==> config.mk <==
export PLATFORM = sky130hd
export DESIGN_NAME = rhh_hash
export DESIGN_NICKNAME = d
export VERILOG_FILES = /design/src/rhh_pkg.sv /design/src/rhh_hash.sv
export SDC_FILE = /design/constraint.sdc
export NUM_CORES = 1
export LEC_CHECK = 0
export ABC_AREA = 1
export CAP_MARGIN = 20
export CORE_MARGIN = 3
export CORE_UTILIZATION = 45
export CTS_CLUSTER_DIAMETER = 60
export DETAILED_ROUTE_END_ITERATION = 10
export DONT_BUFFER_PORTS = 1
export MAX_ROUTING_LAYER = met4
export PLACE_DENSITY = 0.65
export SYNTH_ARGS = -nofsm -noshare
export SYNTH_HDL_FRONTEND = slang
export SYNTH_SLANG_ARGS = --single-unit
==> constraint.sdc <==
create_clock -name clk -period 6.45 [get_ports clk]
set_clock_uncertainty 0.05 [all_clocks]
set_input_delay 1.935 -clock clk [delete_from_list [all_inputs] [get_ports clk]]
set_output_delay 1.935 -clock clk [all_outputs]
set_load 0.03 [all_outputs]
==> src/rhh_pkg.sv <==
`timescale 1ns / 1ps
// ----------------------------------------------------------------------------
// rhh_pkg
// shared constants and types for the robin hood hash table
// ----------------------------------------------------------------------------
package rhh_pkg;
    localparam int SLOTS      = 256;
    localparam int IDX_W      = $clog2(SLOTS);
    localparam int DIST_W     = IDX_W + 1;
    localparam int KEY_W      = 64;
    localparam int VAL_W      = 32;
    localparam logic [63:0] FNV_BASIS = 64'hcbf29ce484222325;
    localparam logic [63:0] FNV_PRIME = 64'h00000100000001b3;

    localparam logic [1:0] MODE_LOOKUP = 2'd0;
    localparam logic [1:0] MODE_INSERT = 2'd1;
    localparam logic [1:0] MODE_DELETE = 2'd2;
    localparam logic [1:0] MODE_UNUSED = 2'd3;

    localparam logic [1:0] ST_OK     = 2'd0;
    localparam logic [1:0] ST_ABSENT = 2'd1;
    localparam logic [1:0] ST_FULL   = 2'd2;

    typedef struct packed {
        logic [KEY_W-1:0] key;
        logic [63:0]      hash;
        logic [VAL_W-1:0] value;
        logic [3:0]       len;
    } entry_t;

    // hash unit handshake
    typedef struct packed {
        logic start;
        logic done;
    } hash_ctl_t;
endpackage

==> src/rhh_hash.sv <==
`timescale 1ns / 1ps
// ----------------------------------------------------------------------------
// rhh_hash
// byte-serial fnv-1a; the prime multiply is shifts and adds in 64 bits
// ----------------------------------------------------------------------------
module rhh_hash
(
    input  logic        clk,
    input  logic        rst_n,
    input  logic        start,
    input  logic [63:0] key,
    input  logic [3:0]  len,
    output logic        done,
    output logic [63:0] hash
);
    import rhh_pkg::*;

    logic [63:0] h_reg, h_next, x;
    logic [3:0]  cnt_reg;
    logic [3:0]  len_reg;
    logic        busy_reg, done_reg;
    logic [2:0]  bsel;

    assign bsel = cnt_reg[2:0];
    always_comb
    begin
        x = h_reg ^ {56'd0, key[8*bsel +: 8]};
        // prime is 2^40 + 2^8 + 0xb3
        h_next = (x << 40) + (x << 8) + (x << 7) + (x << 5) + (x << 4)
               + (x << 1) + x;
    end

    always_ff @(posedge clk or negedge rst_n)
    begin
        if (!rst_n)
        begin
            busy_reg <= 1'b0;
            done_reg <= 1'b0;
            cnt_reg  <= '0;
            len_reg  <= '0;
        end
        else
        begin
            done_reg <= 1'b0;
            if (start)
            begin
                h_reg    <= FNV_BASIS;
                cnt_reg  <= '0;
                len_reg  <= len;
                busy_reg <= 1'b1;
            end
            else if (busy_reg)
            begin
                if (cnt_reg == len_reg)
                begin
                    busy_reg <= 1'b0;
                    done_reg <= 1'b1;
                end
                else
                begin
                    h_reg   <= h_next;
                    cnt_reg <= cnt_reg + 4'd1;
                end
            end
        end
    end

    assign done = done_reg;
    assign hash = h_reg;
endmodule

==> impl_metrics.py <==
metrics = {
    "critical_path": {
        "critPathCaptureType": "flop",
        "cp.required_ns": 6.54,
        "critPathMaxStageDelay_ns": 0.53,
        "crit_slowest_cell": "fa_1",
        "crit_buf_inv": 5,
        "cp_max_fo": 4,
        "cpMostUsedCell": "nand2_1",
        "cp.arrival_ns": 6.30,
        "crit_family": "adder cells",
        "worstSetupStartpointType": "input port",
        "cp_cell_sequence": "o21ai_0, o22ai_1, o21ai_2, xor2_1, inv_1, fa_1, inv_1, fa_1, inv_1, fa_1, ha_1, ha_1, nand2_1, buf_4, nor2_1, and2_1, nand2_1, nand2_1, buf_4, nand3_1, nand3_1, nand2_1, nand3_1, nand2_1",
        "path_class": "in -> reg",
    },
    "synth": {
        "yosys_warnings": 0,
        "ys_async_sr_fraction": 0.135,
        "syn_area_sq_um": 15800,
        "synth_cells": 2148,
        "synth_seq_area_share": 0.137,
        "ys_types": 42,
        "synth-seq-cells": 74,
        "synth_edf_count": 64,
        "syn-num-nets": 2575,
        "synth.avg_cell_area_sq_um": 7.37,
        "synthFlopType": "edfxtp_1",
    },
    "route": {
        "drt_pass1_iterations": 6,
        "drcViolationCount": 0,
        "num_vias": 13889,
        "via_per_inst": 5.13,
        "wl_met1_um": 25400,
        "wl_met2_um": 25900,
        "wl_met3_um": 2650,
        "drt_wl_total_um": 54800,
        "wl_per_cell_um": 20.2,
        "detail-route-antenna-nets": 0,
        "highest_layer": "met4",
        "drt_iter0_drc": 1074,
    },
    "global_routing": {
        "grt_pass1_vias": 14091,
        "grt_use_total": 0.306,
        "grt_pass1_wl_um": 84600,
        "antenna_found_initial": 0,
        "gr-total-overflow": 0,
        "grt_max_degree": 75,
    },
    "timing": {
        "finalSetupViolCount": 0,
        "drv_slew": 0,
        "finalCriticalPeriod_ns": 6.22,
        "worstMarginPinSlew_ns": 1.17,
        "final_hold_viol_count": 0,
        "max_freq_mhz": 161,
        "slew_headroom": 0.217,
        "period_share": 0.964,
    },
    "cells_and_area": {
        "syn_to_final_growth_pct": 10.7,
        "diodes": 0,
        "largest_reg_flops": 64,
        "multiInputGateArea_sq_um": 11400,
        "seq_area_sq_um": 2170,
        "layout.nets": 2673,
        "mostFrequentLayoutCell": "inv_1",
        "nFillCells": 3495,
        "final_area_sq_um": 17500,
        "drive_above_1_share": 0.0817,
        "mostFrequentLayoutCells": "inv_1 (574), nand2_1 (561), fa_1 (245)",
    },
    "clock_tree": {
        "cts_tree": "yes",
        "htree_levels": 3,
        "path_clk_slew_ns": 0.07,
        "clk_latency_ns": 0.39,
        "clock_tree.root_cell": "clkbuf_16",
        "numCtsBuffers": 9,
        "cts_setup_buffers": 0,
        "clockBufferDepth": 2,
        "cts_sinks": 74,
    },
    "die": {
        "core_area_sq_um": 34600,
        "die_h_um": 194,
        "initial_core_util": 0.457,
        "die_x_um": 194,
        "io_pins": 136,
        "die_area_sq_um": 37500,
        "num_rows": 68,
    },
    "placed_design": {
        "placed_area_sq_um": 17100,
        "finalWeightedCongestion": 0.986,
        "hpwlAfterDp_um": 46500,
        "io_buffers": 0,
    },
    "status": {
        "outcome": "complete, no violations",
    },
    "hold_path": {
        "worstHoldPathType": "reg -> reg",
    },
    "job": {
        "drv_cap": 0,
    },
}
==> layout make-up <==
| cell class | count | share of cell area |
|---|---|---|
| multi-input cells | 1465 | 0.652 |
| repair buffers | 113 | 0.0491 |
| clock buffers | 10 | 0.0143 |
| clock inverters | 6 | 0.00300 |
| flip-flops and latches | 74 | 0.124 |
| well taps | 455 | 0.0325 |
| inverters | 583 | 0.125 |
==> cell families (layout without fill, tap and decap cells) <==
group / count (synthesis) / in the layout / share of synthesized area
AND/OR/NAND/NOR: 860 / 860 / 0.226
buffers and inverters: 609 / 712 / 0.149
adder cells (fa/ha/maj): 356 / 356 / 0.398
AO/OA/AOI/OAI: 225 / 225 / 0.0770
flip-flops: 74 / 74 / 0.137
XOR/XNOR: 24 / 24 / 0.0138
==> metal layers <==
| metal | GRT usage | vias up |
|---|---|---|
| met4 | 0.0608 | 0 |
| met1 | 0.429 | 6747 |
| met5 | - | - |
| met2 | 0.496 | 422 |
| met3 | 0.0258 | 35 |
| li1 | - | 6685 |
==> tightest hold or removal path: stages, from the launching register on <==
cell,delay [ns]
dfrtp_1,0.37
nand2_1,0.06
nand2_1,0.05
==> synthesized netlist by cell type, types with 4 or more instances <==
| cell type | number | area [sq um] |
|---|---|---|
| inv_1 | 577 | 2170 |
| nand4_1 | 19 | 119 |
| xnor2_1 | 7 | 61.3 |
| edfxtp_1 | 64 | 1920 |
| inv_2 | 5 | 18.8 |
| fa_1 | 245 | 4900 |
| dfrtp_1 | 10 | 250 |
| xor2_1 | 16 | 140 |
| nand2_1 | 566 | 2120 |
| nor3_1 | 13 | 65.1 |
| o21ai_0 | 65 | 325 |
| a21oi_1 | 105 | 526 |
| nand3b_1 | 6 | 45.0 |
| o21ai_1 | 23 | 115 |
| nand3_1 | 106 | 531 |
| o221ai_1 | 7 | 61.3 |
| buf_2 | 10 | 50.1 |
| o21bai_1 | 9 | 67.6 |
| nand3_2 | 4 | 40.0 |
| or2_2 | 6 | 37.5 |
| buf_6 | 6 | 67.6 |
| ha_1 | 111 | 1390 |
| o22ai_1 | 8 | 50.1 |
| clkbuf_1 | 8 | 30.0 |
| nor2_1 | 126 | 473 |
==> final timing paths <==
path                       slack (ns)    endpoint       start  depth (start not counted)
setup / recovery                 0.23    hash[51]     key[54]                         24
max in group asynchronous        5.04  len_reg[2]       rst_n                          0
hold / removal                   0.46  len_reg[1]  len_reg[1]                          2
setup reg to reg                 0.75    hash[51]  cnt_reg[1]                         25
hold reg to reg                  0.46  len_reg[1]  len_reg[1]                          2
min in group asynchronous        1.20  len_reg[3]       rst_n                          0
==> per-stage QoR <==
stage	util	cells	setup slack [ns]	hold slack, ns	TNS [ns]
3_5_place_dp	0.494	2690	-0.381	0.443	-6.80
5_1_grt	0.506	2706	-0.00318	0.474	-0.00318
4_1_cts	0.502	2706	0.0169	0.459	0
3_3_place_gp	0.494	2690	-0.344	0.432	-4.54
6_report	0.506	2706	0.233	0.458	0
2_1_floorplan	-	2148	0.131	0.411	0
==> timing repair <==
item,4_1_cts,5_1_grt
hold buffers,0,0
setup endpoints to repair,0,41
gates resized for setup,0,31
Power is not shown: default switching activity piles up to over one toggle a cycle in this logic, so the estimate is an artifact.
